## config.mk

```make
export PLATFORM = sky130hd
export DESIGN_NAME = http_chunked_body_decoder
export DESIGN_NICKNAME = d
export VERILOG_FILES = /design/src/rtl/core/hcbd_pkg.sv /design/src/rtl/core/hcbd_front.sv /design/src/rtl/core/hcbd_fifo.sv /design/src/rtl/core/hcbd_back.sv /design/src/rtl/core/http_chunked_body_decoder.sv
export SDC_FILE = /design/constraint.sdc
export NUM_CORES = 1
export LEC_CHECK = 0
export ABC_AREA = 1
export BUFFER_PORTS_ARGS = -buffer_cell sky130_fd_sc_hd__buf_2
export CAP_MARGIN = 10
export CORE_MARGIN = 3
export CORE_UTILIZATION = 65
export DETAILED_ROUTE_END_ITERATION = 10
export PLACE_DENSITY_LB_ADDON = 0.05
export SLEW_MARGIN = 15
export SYNTH_ARGS = -nofsm -noshare
export SYNTH_HDL_FRONTEND = slang
export SYNTH_SLANG_ARGS = --single-unit
```

## constraint.sdc

```tcl
create_clock -name clk_i -period 6.6 [get_ports clk_i]
set_clock_uncertainty 0.15 [all_clocks]
set_input_delay 1.98 -clock clk_i [delete_from_list [all_inputs] [get_ports clk_i]]
set_output_delay 1.98 -clock clk_i [all_outputs]
set_load 0.01 [all_outputs]
```

## src/rtl/core/hcbd_pkg.sv

```systemverilog
// Package for the chunked body decoder: types, constants and the byte classifier.
`timescale 1ns / 1ps

package hcbd_pkg;

  localparam int unsigned LenBitsDefault = 32;
  localparam int unsigned FifoDepth      = 2;

  localparam logic [7:0] CharCr = 8'h0D;
  localparam logic [7:0] CharLf = 8'h0A;

  // Bytes dropped after the data of each chunk
  localparam logic [1:0] TrailerSkip = 2'd2;

  typedef enum logic [2:0] {
    PH_SIZE  = 3'd0,
    PH_DATA  = 3'd1,
    PH_TRAIL = 3'd2,
    PH_DONE  = 3'd3,
    PH_ERROR = 3'd4
  } phase_e;

  // One classified input byte as it travels through the queue
  typedef struct packed {
    logic [7:0] data;
    logic       start;
    logic       is_hex;
    logic [3:0] hex_val;
    logic       is_cr;
    logic       is_lf;
  } cls_t;

  function automatic cls_t classify(input logic [7:0] b, input logic start);
    cls_t c;
    c.data    = b;
    c.start   = start;
    c.is_hex  = 1'b1;
    c.hex_val = 4'd0;
    c.is_cr   = (b == CharCr);
    c.is_lf   = (b == CharLf);
    if (b >= 8'h30 && b <= 8'h39) begin
      c.hex_val = 4'(b - 8'h30);
    end else if (b >= 8'h61 && b <= 8'h66) begin
      c.hex_val = 4'(b - 8'h61 + 8'd10);
    end else if (b >= 8'h41 && b <= 8'h46) begin
      c.hex_val = 4'(b - 8'h41 + 8'd10);
    end else begin
      c.is_hex = 1'b0;
    end
    return c;
  endfunction

endpackage

```

## src/rtl/core/hcbd_front.sv

```systemverilog
// Front end: classify each accepted input byte and push it into the queue.
`timescale 1ns / 1ps

module hcbd_front (
  input  logic          in_valid_i,
  output logic          in_ready_o,
  input  logic [7:0]    body_byte_i,
  input  logic          start_of_message_i,
  output logic          push_o,
  output hcbd_pkg::cls_t push_data_o,
  input  logic          full_i
);
  import hcbd_pkg::*;

  assign in_ready_o  = ~full_i;
  assign push_o      = in_valid_i & ~full_i;
  assign push_data_o = classify(body_byte_i, start_of_message_i);

endmodule

```

## src/rtl/core/hcbd_fifo.sv

```systemverilog
// Short queue of classified bytes between the front and back ends.
`timescale 1ns / 1ps

module hcbd_fifo (
  input  logic           clk_i,
  input  logic           rst_ni,
  input  logic           push_i,
  input  hcbd_pkg::cls_t push_data_i,
  output logic           full_o,
  input  logic           pop_i,
  output logic           valid_o,
  output hcbd_pkg::cls_t head_o
);
  import hcbd_pkg::*;

  localparam int unsigned PtrW = (FifoDepth > 1) ? $clog2(FifoDepth) : 1;
  localparam int unsigned CntW = $clog2(FifoDepth + 1);
  localparam logic [CntW-1:0] DepthCnt = CntW'(FifoDepth);
  localparam logic [PtrW-1:0] LastPtr  = PtrW'(FifoDepth - 1);

  cls_t            mem_q [FifoDepth];
  logic [PtrW-1:0] wr_ptr_q, wr_ptr_d;
  logic [PtrW-1:0] rd_ptr_q, rd_ptr_d;
  logic [CntW-1:0] count_q, count_d;

  assign full_o  = (count_q == DepthCnt);
  assign valid_o = (count_q != '0);
  assign head_o  = mem_q[rd_ptr_q];

  always_comb begin
    wr_ptr_d = wr_ptr_q;
    rd_ptr_d = rd_ptr_q;
    count_d  = count_q;
    if (push_i) begin
      wr_ptr_d = (wr_ptr_q == LastPtr) ? '0 : wr_ptr_q + 1'b1;
    end
    if (pop_i) begin
      rd_ptr_d = (rd_ptr_q == LastPtr) ? '0 : rd_ptr_q + 1'b1;
    end
    if (push_i && !pop_i) begin
      count_d = count_q + 1'b1;
    end else if (pop_i && !push_i) begin
      count_d = count_q - 1'b1;
    end
  end

  always_ff @(posedge clk_i or negedge rst_ni) begin
    if (!rst_ni) begin
      wr_ptr_q <= '0;
      rd_ptr_q <= '0;
      count_q  <= '0;
    end else begin
      wr_ptr_q <= wr_ptr_d;
      rd_ptr_q <= rd_ptr_d;
      count_q  <= count_d;
    end
  end

  always_ff @(posedge clk_i) begin
    if (push_i) begin
      mem_q[wr_ptr_q] <= push_data_i;
    end
  end

endmodule

```

## src/rtl/core/hcbd_back.sv

```systemverilog
// Back end: chunk parser state machine and registered result slot.
`timescale 1ns / 1ps

module hcbd_back #(
  parameter int unsigned LEN_BITS = hcbd_pkg::LenBitsDefault
) (
  input  logic           clk_i,
  input  logic           rst_ni,
  input  logic           item_valid_i,
  input  hcbd_pkg::cls_t item_i,
  output logic           pop_o,
  output logic           out_valid_o,
  input  logic           out_ready_i,
  output logic [7:0]     payload_byte_o,
  output logic           has_byte_o,
  output logic           message_done_o,
  output logic           format_error_o
);
  import hcbd_pkg::*;

  phase_e              phase_q, phase_d, eff_phase;
  logic [LEN_BITS-1:0] len_q, len_d, eff_len, len_dec;
  logic                seen_q, seen_d, eff_seen;
  logic                closed_q, closed_d, eff_closed;
  logic                cr_q, cr_d, eff_cr;
  logic [1:0]          trail_q, trail_d, eff_trail, trail_dec;
  logic                len_ovf;

  logic                res_valid, res_has, res_done, res_err;
  logic [7:0]          res_byte;

  logic                out_valid_q, out_valid_d;
  logic [7:0]          byte_q;
  logic                has_q, done_q, err_q;

  // Take a queued byte whenever the result slot is free or draining
  assign pop_o = item_valid_i & (~out_valid_q | out_ready_i);

  // A start flag restarts the parser before the byte is handled
  assign eff_phase  = item_i.start ? PH_SIZE : phase_q;
  assign eff_len    = item_i.start ? '0      : len_q;
  assign eff_seen   = item_i.start ? 1'b0    : seen_q;
  assign eff_closed = item_i.start ? 1'b0    : closed_q;
  assign eff_cr     = item_i.start ? 1'b0    : cr_q;
  assign eff_trail  = item_i.start ? 2'd0    : trail_q;

  assign len_ovf   = |eff_len[LEN_BITS-1 -: 4];
  assign len_dec   = eff_len - 1'b1;
  assign trail_dec = (eff_trail != 2'd0) ? eff_trail - 1'b1 : eff_trail;

  // Next state
  always_comb begin
    phase_d  = phase_q;
    len_d    = len_q;
    seen_d   = seen_q;
    closed_d = closed_q;
    cr_d     = cr_q;
    trail_d  = trail_q;
    if (pop_o) begin
      phase_d  = eff_phase;
      len_d    = eff_len;
      seen_d   = eff_seen;
      closed_d = eff_closed;
      cr_d     = eff_cr;
      trail_d  = eff_trail;
      unique case (eff_phase)
        PH_SIZE: begin
          if (!eff_closed && item_i.is_hex) begin
            if (len_ovf) begin
              phase_d = PH_ERROR;
            end else begin
              len_d  = {eff_len[LEN_BITS-5:0], item_i.hex_val};
              seen_d = 1'b1;
            end
          end else if (!eff_closed && !eff_seen) begin
            closed_d = 1'b1;
            phase_d  = PH_ERROR;
          end else begin
            closed_d = 1'b1;
            if (item_i.is_lf && eff_cr) begin
              cr_d    = 1'b0;
              phase_d = (eff_len == '0) ? PH_DONE : PH_DATA;
            end else begin
              cr_d = item_i.is_cr;
            end
          end
        end
        PH_DATA: begin
          len_d = len_dec;
          if (len_dec == '0) begin
            phase_d = PH_TRAIL;
            trail_d = TrailerSkip;
          end
        end
        PH_TRAIL: begin
          trail_d = trail_dec;
          if (trail_dec == 2'd0) begin
            phase_d  = PH_SIZE;
            len_d    = '0;
            seen_d   = 1'b0;
            closed_d = 1'b0;
            cr_d     = 1'b0;
          end
        end
        default: begin
        end
      endcase
    end
  end

  // Result of the current byte
  always_comb begin
    res_valid = 1'b0;
    res_byte  = 8'd0;
    res_has   = 1'b0;
    res_done  = 1'b0;
    res_err   = 1'b0;
    unique case (eff_phase)
      PH_SIZE: begin
        if (!eff_closed && item_i.is_hex) begin
          res_valid = len_ovf;
          res_err   = len_ovf;
        end else if (!eff_closed && !eff_seen) begin
          res_valid = 1'b1;
          res_err   = 1'b1;
        end else if (item_i.is_lf && eff_cr && eff_len == '0) begin
          res_valid = 1'b1;
          res_done  = 1'b1;
        end
      end
      PH_DATA: begin
        res_valid = 1'b1;
        res_byte  = item_i.data;
        res_has   = 1'b1;
      end
      default: begin
      end
    endcase
  end

  always_comb begin
    out_valid_d = out_valid_q & ~out_ready_i;
    if (pop_o && res_valid) begin
      out_valid_d = 1'b1;
    end
  end

  always_ff @(posedge clk_i or negedge rst_ni) begin
    if (!rst_ni) begin
      phase_q     <= PH_SIZE;
      len_q       <= '0;
      seen_q      <= 1'b0;
      closed_q    <= 1'b0;
      cr_q        <= 1'b0;
      trail_q     <= 2'd0;
      out_valid_q <= 1'b0;
    end else begin
      phase_q     <= phase_d;
      len_q       <= len_d;
      seen_q      <= seen_d;
      closed_q    <= closed_d;
      cr_q        <= cr_d;
      trail_q     <= trail_d;
      out_valid_q <= out_valid_d;
    end
  end

  always_ff @(posedge clk_i) begin
    if (pop_o && res_valid) begin
      byte_q <= res_byte;
      has_q  <= res_has;
      done_q <= res_done;
      err_q  <= res_err;
    end
  end

  assign out_valid_o    = out_valid_q;
  assign payload_byte_o = byte_q;
  assign has_byte_o     = has_q;
  assign message_done_o = done_q;
  assign format_error_o = err_q;

endmodule

```

## src/rtl/core/http_chunked_body_decoder.sv

```systemverilog
// Path: an accepted byte goes into the queue; the back end pops it and registers its result.
// Throughput: one byte per cycle while the result slot is free or draining (parser step is combinational).
// Bytes that give no result (size digits, CR LF, trailer) still wait for a free or draining result slot.
// Reset: rst_ni low clears the queue, the result slot and the parser to an empty size line.
// No clearing pass; the block is ready for bytes as soon as rst_ni is released.
`timescale 1ns / 1ps

module http_chunked_body_decoder #(
  parameter int unsigned LEN_BITS = hcbd_pkg::LenBitsDefault
) (
  input  logic       clk_i,
  input  logic       rst_ni,
  // input byte stream
  input  logic       in_valid_i,
  output logic       in_ready_o,
  input  logic [7:0] body_byte_i,
  input  logic       start_of_message_i,
  // decoded result stream
  output logic       out_valid_o,
  input  logic       out_ready_i,
  output logic [7:0] payload_byte_o,
  output logic       has_byte_o,
  output logic       message_done_o,
  output logic       format_error_o
);
  import hcbd_pkg::*;

  // Front end to queue: one classified byte per input transaction
  logic push;
  cls_t push_data;
  logic full;

  // Queue to back end
  logic pop;
  logic head_valid;
  cls_t head;

  // Classify the byte (hex digit value, CR, LF) as it is accepted.
  hcbd_front u_front (
    .in_valid_i         (in_valid_i),
    .in_ready_o         (in_ready_o),
    .body_byte_i        (body_byte_i),
    .start_of_message_i (start_of_message_i),
    .push_o             (push),
    .push_data_o        (push_data),
    .full_i             (full)
  );

  // Hold classified bytes so the input side keeps flowing while
  // a result waits to be taken.
  hcbd_fifo u_fifo (
    .clk_i       (clk_i),
    .rst_ni      (rst_ni),
    .push_i      (push),
    .push_data_i (push_data),
    .full_o      (full),
    .pop_i       (pop),
    .valid_o     (head_valid),
    .head_o      (head)
  );

  // Advance the chunk parser one byte per cycle while the result slot is free or draining, and register the result.
  // Bytes that produce no result are popped without touching the result slot.
  hcbd_back #(
    .LEN_BITS (LEN_BITS)
  ) u_back (
    .clk_i          (clk_i),
    .rst_ni         (rst_ni),
    .item_valid_i   (head_valid),
    .item_i         (head),
    .pop_o          (pop),
    .out_valid_o    (out_valid_o),
    .out_ready_i    (out_ready_i),
    .payload_byte_o (payload_byte_o),
    .has_byte_o     (has_byte_o),
    .message_done_o (message_done_o),
    .format_error_o (format_error_o)
  );

endmodule

```

==> summary.txt, run 1 <==
Setup path
  – Startpoint types: flip-flop
  – R2R Path End: u_back.format_error_o
  – Worst reg2reg startpoint: u_fifo.rd_ptr_q
  – Worst EP required: 6450 ps
  – Worst-case reg-to-reg path depth: 10
  – Crit. End Element: flip-flop
  – Crit Path Max Fanout: 39
  – Reg2reg setup slack: 2100 ps
  – Worst EP arrival: 4350 ps
  – WS Path Type: reg2reg

Global routing
  – Vias in the first global route: 5108
  – Total grt overflow: 0
  – Total Routing Usage GR: 31.9%
  – First-pass GRT wire length: 25400 µm
  – Initial antenna violation count: 0
  – Largest net degree at the start of global routing: 46

Final layout
  – Area growth, synth to finish: 5.50%
  – Most frequent cells in the layout: 256 x nand2_1, 77 x nor2_1, 75 x inv_1, 63 x o21ai_0, 45 x dfrtp_1
  – Leading cell type in the layout, fill and taps excluded: nand2_1
  – Final core occ: 72.0%
  – Layout cell share with drive strength beyond 1: 10.6%
  – Fillers: 637
  – Post-layout nets: 810
  – Antenna cells: 0

Clocking
  – CTS sink cnt: 88
  – Post-CTS Resized: 0
  – Root buffer cell: clkbuf_8
  – Clk Latency, worst-skew pair: 370 ps
  – Clock transition at path regs: 100 ps
  – Setup bufs post-CTS: 0
  – Total CTS buffers: 9
  – Hold_buf cts: 0
  – CTS tree: yes
  – H-tree depth: 3
  – Max Root-Sink Buffers: 2

Synthesis
  – Register area share after synthesis: 42.0%
  – Post-Synthesis Net Count: 799
  – Synth Area per Inst: 7.38 µm²
  – Synth top area share: 22.4%
  – Top post-synthesis cells by area: edfxtp_1 22%, dfrtp_1 20%, nand2_1 17%
  – Cell taking the most area after synthesis: edfxtp_1
  – Yosys cell types: 42
  – Cell Area, Synth: 5750 µm²
  – Ys Warns: 0
  – #FFs+latches synth: 88
  – Gate Count Post-Synth: 779

Timing
  – Pins Over Slew Limit: 0
  – RSZ-0062 raised after global routing: false
  – Worst hold slack: 373 ps
  – TNS Setup: 0 ps
  – FMAX: 222 MHz
  – Final Critical Period: 4500 ps
  – Worst-margin pin slew: 1010 ps
  – Final setup viols: 0
  – Max_slew headroom: 32.7%
  – Fin. Hold Viols: 0
  – Worst setup margin: 2100 ps
  – Final period util: 68.2%

Detailed routing
  – DRT antenna net count: 0
  – # DRC: 0
  – Total wire length: 15400 µm
  – Drt first pass iters: 6
  – Iter 0 DRT Violations: 517
  – DR WL/cell: 17.1 µm
  – DR vias/cell: 6.19
  – Via count: 5568

Outcome
  – Status: finished clean

Placed design
  – PortBufs: 25
  – Detailed Place HPWL: 11100 µm
  – GP Congestion: 1.02
  – Dpl ws: 2180 ps

Worst hold path
  – Hold EP: u_fifo.count_q[1]
  – Worst hold stages: 1
  – Hold crit path type: reg2reg
  – Hold path startpoint: u_fifo.count_q[1]

Floorplan
  – Die height: 100 µm
  – Initial core utilization: 68.3%
  – Die X: 100 µm
  – Core area: 8420 µm²
  – Die area: 10000 µm²
  – I/O Pins: 26
  – Num rows: 33

Pwr
  – Leak Pwr: 3.22 nW
  – PwrDens: 573 nW/µm²
  – Worst VDD drop: 256 µV

Run
  – # Max-Cap Violations: 0
[final cells by class]
type                       instances  area, µm²  share of cell area, %
tap                              105        131                   2.16
inverter                          80        305                   5.03
clock inverter                     7       78.8                   1.30
sequential                        88       2420                   39.8
multi-input combinational        581       2850                   46.9
clock buffer                       9        124                   2.04
timing repair buffer              30        163                   2.68
[state kept, by name, indices dropped and copies added, names as in the netlist, 2 cells and up]
signal,cells
u_back.len_q,32
u_back.payload_byte_o,8
u_back.phase_q,3
u_back.trail_q,2
u_fifo.count_q,2
u_fifo.mem_q,32
[routing by layer]
metal | vias up | track usage [%] | routed length, µm
met5 | - | 0 | 0
met4 | 0 | 7.98 | 212
met3 | 28 | 5.28 | 1560
met2 | 329 | 48.2 | 6900
met1 | 2590 | 48.2 | 6750
li1 | 2621 | - | -
[through the flow]
step           area (µm²)  cells  total power [mW]
2_1_floorplan        5750    779              2.54
3_3_place_gp         5870    884              2.96
3_5_place_dp         5870    884              3.01
4_1_cts              6070    900              3.41
5_1_grt              6070    900              3.78
6_report             6070    900              3.48
[kinds of logic after synthesis]
logic type | Yosys count | synth area share [%]
buffers and inverters | 110 | 8.44
DFF | 88 | 42.0
xor gates and xnor gates | 6 | 0.914
adders and majority gates | 7 | 1.52
AOI/OAI and AO/OA | 150 | 15.3
and+or+nand+nor | 413 | 30.9
muxes | 5 | 0.870
[power breakdown]
| group | switching [mW] | internal, mW | total, mW |
|---|---|---|---|
| clock | 0.215 | 0.180 | 0.395 |
| sequential | 0.129 | 0.780 | 0.909 |
| combinational | 1.54 | 0.635 | 2.17 |
| total | 1.88 | 1.59 | 3.48 |
[worst max-delay path by stage]
stage,startpoint,endpoint,slack (ps),depth (start not counted)
2_1_floorplan,out_ready_i,u_fifo.count_q[1],3170,6
3_3_place_gp,u_fifo.rd_ptr_q,u_back.payload_byte_o[0],2390,10
3_5_place_dp,u_fifo.rd_ptr_q,u_back.payload_byte_o[4],2180,10
4_1_cts,u_fifo.rd_ptr_q,u_back.format_error_o,2160,10
5_1_grt,u_fifo.rd_ptr_q,u_back.message_done_o,1770,10
6_report,u_fifo.rd_ptr_q,u_back.format_error_o,2100,10
[worst max-delay path, cell delays in order (launching register included)]
cell     delay (ps)
dfrtp_1         890
nand2_1         160
nand2_2         550
nand2_1         270
nand4_1         180
or2_1           170
nand2_1         540
nor2_1          350
a211o_1         130
inv_1            50
nor2_1          670
[Yosys cell counts, drive strengths merged]
cell type and n:
nand2 262, nor2 88, o21ai 81, inv 80
nand3 47, dfrtp 45, edfxtp 43, a21oi 27
buf 17, o22ai 15, clkbuf 13, o221ai 13
ha 7, a221oi 5, mux2i 5, nor3 5
nand4 4, a22oi 3, nand3b 3, xnor2 3
xor2 3, nor4 2, o211ai 2, a211o 1
a311oi 1, a31oi 1, o31ai 1, or2 1
or3 1
Note: power is estimated with default switching activity, not from simulation.
==> run 2, diff against run 1 <==
- CORE_UTILIZATION: 65 -> 56
- clock period: 6.6 -> 4 ns (I/O delays scaled with it)
==> summary.txt, run 2 (synthesis results as in run 1) <==
Pwr
  – Worst VDD drop: 585 µV
  – Leak Pwr: 3.25 nW
  – Overall power: 5.83 mW
  – PwrDens: 947 nW/µm²

Detailed routing
  – DR vias/cell: 5.82
  – Via count: 5451
  – # DRC: 0
  – Drt first pass iters: 7
  – DR WL/cell: 17.4 µm
  – DRT antenna net count: 0
  – Total wire length: 16300 µm
  – Iter 0 DRT Violations: 479

Clocking
  – Clk Latency, worst-skew pair: 370 ps
  – Setup bufs post-CTS: 0
  – H-tree depth: 3
  – Total CTS buffers: 9
  – Post-CTS Resized: 0
  – CTS sink cnt: 88
  – CTS tree: yes
  – Hold_buf cts: 0
  – Max Root-Sink Buffers: 2
  – Clock transition at path regs: 90 ps
  – Root buffer cell: clkbuf_8

Final layout
  – Layout cell share with drive strength beyond 1: 11.6%
  – Area growth, synth to finish: 6.98%
  – Fillers: 888
  – Antenna cells: 0
  – Post-layout nets: 819
  – Seq. cell area: 2420 µm²
  – Multi-input logic area: 2850 µm²
  – Most frequent cells in the layout: 256 x nand2_1, 77 x nor2_1, 75 x inv_1, 63 x o21ai_0, 45 x dfrtp_1
  – Leading cell type in the layout, fill and taps excluded: nand2_1

Setup path
  – CP max stage delay: 480 ps
  – Crit-path slowest cell: dfrtp_1
  – Worst-path cell chain: inv_6 -> nand2_4 -> nand3_2 -> ha_1 -> nand3_2 -> nor2_2 -> nand3_2 -> nor4_1 -> a211o_1 -> inv_1 -> nor2_1 -> buf_4
  – CP delay by family, top: simple AND/OR/NAND/NOR gates
  – Worst EP arrival: 3230 ps
  – Crit Path Max Fanout: 21
  – Reg2reg setup slack: 700 ps
  – Worst EP required: 3930 ps
  – Cell mode on critical path: nand3_2
  – Startpoint types: flip-flop
  – WS Path Type: reg2reg
  – Buf/Inv on CP: 3
  – Crit. End Element: flip-flop

Floorplan
  – Initial core utilization: 58.3%
  – Die area: 11500 µm²
  – Die height: 107 µm
  – Die X: 107 µm
  – Num rows: 36
  – I/O Pins: 26
  – Core area: 9860 µm²

Timing
  – FMAX: 303 MHz
  – Final setup viols: 0
  – Fin. Hold Viols: 0
  – RSZ-0062 raised after global routing: false
  – Final Critical Period: 3300 ps
  – Final period util: 82.5%
  – Worst-margin pin slew: 877 ps
  – Max_slew headroom: 41.5%
  – Pins Over Slew Limit: 0
  – TNS Setup: 0 ps

Run
  – # Max-Cap Violations: 0

Placed design
  – Detailed Place HPWL: 11600 µm
  – PortBufs: 25
  – GP Congestion: 0.945

Global routing
  – Largest net degree at the start of global routing: 46
  – Total grt overflow: 0
  – Vias in the first global route: 5216
  – Total Routing Usage GR: 29.6%
  – Initial antenna violation count: 0
  – First-pass GRT wire length: 26700 µm

Worst hold path
  – Hold crit path type: reg2reg

Outcome
  – Status: finished clean
run 2: changes by cell type in the layout (fill, tap and decap cells not counted), sizes merged:
cell / delta
inv: -2
clkinvlp: +2
buf: +9
bufinv: -1
clkbuf: +1
run 2: worst reg2reg max path: cells and delay by family (launching register included):
kind                     cells  cell delay, ps
AO/OA/AOI/OAI                1             190
AND/OR/NAND/NOR              7            1550
adder cells (fa/ha/maj)      1             240
buffers and inverters        3             400
flip-flops                   1             480
run 2: routing by layer:
layer,vias up,wire [µm],global-route usage [%]
li1,2630,-,-
met1,2584,7730,44.0
met2,207,7180,44.2
met3,30,1050,5.34
met4,0,319,9.20
met5,-,0,0
run 2: power by group:
part           internal [mW]  switching (mW)
Sequential              1.29           0.189
Combinational           1.11            2.67
Clock                  0.228           0.344
Total                   2.62            3.21
run 2: cell type report:
cell class                      count  share of cell area, %
Inverter                           80                   4.96
Timing Repair Buffer               39                   3.94
Clock inverter                      6                  0.732
Tap cell                          133                   2.70
Sequential cell                    88                   39.3
Multi-Input combinational cell    581                   46.3
Clock buffer                       10                   2.07
run 2: path summary, 6_finish.rpt:
kind | cells after the start | start | end
setup / recovery | 12 | u_fifo.rd_ptr_q | u_back.payload_byte_o[1]
max in group asynchronous | 2 | rst_ni | u_back.len_q[1]
min in group asynchronous | 1 | rst_ni | u_back.len_q[27]
hold reg to reg | 1 | u_fifo.count_q[1] | u_fifo.count_q[1]
setup reg to reg | 12 | u_fifo.rd_ptr_q | u_back.payload_byte_o[1]
hold / removal | 1 | u_fifo.count_q[1] | u_fifo.count_q[1]
run 2: through the flow:
step / hold slack [ps] / utilization, % / std cells / worst slack, ps / area, µm²
2_1_floorplan: 308 / - / 779 / 965 / 5750
3_3_place_gp: 331 / 60.4 / 920 / 839 / 5960
3_5_place_dp: 343 / 60.4 / 920 / 707 / 5960
4_1_cts: 365 / 62.2 / 936 / 700 / 6130
5_1_grt: 393 / 62.4 / 937 / 357 / 6150
6_report: 365 / 62.4 / 937 / 700 / 6150
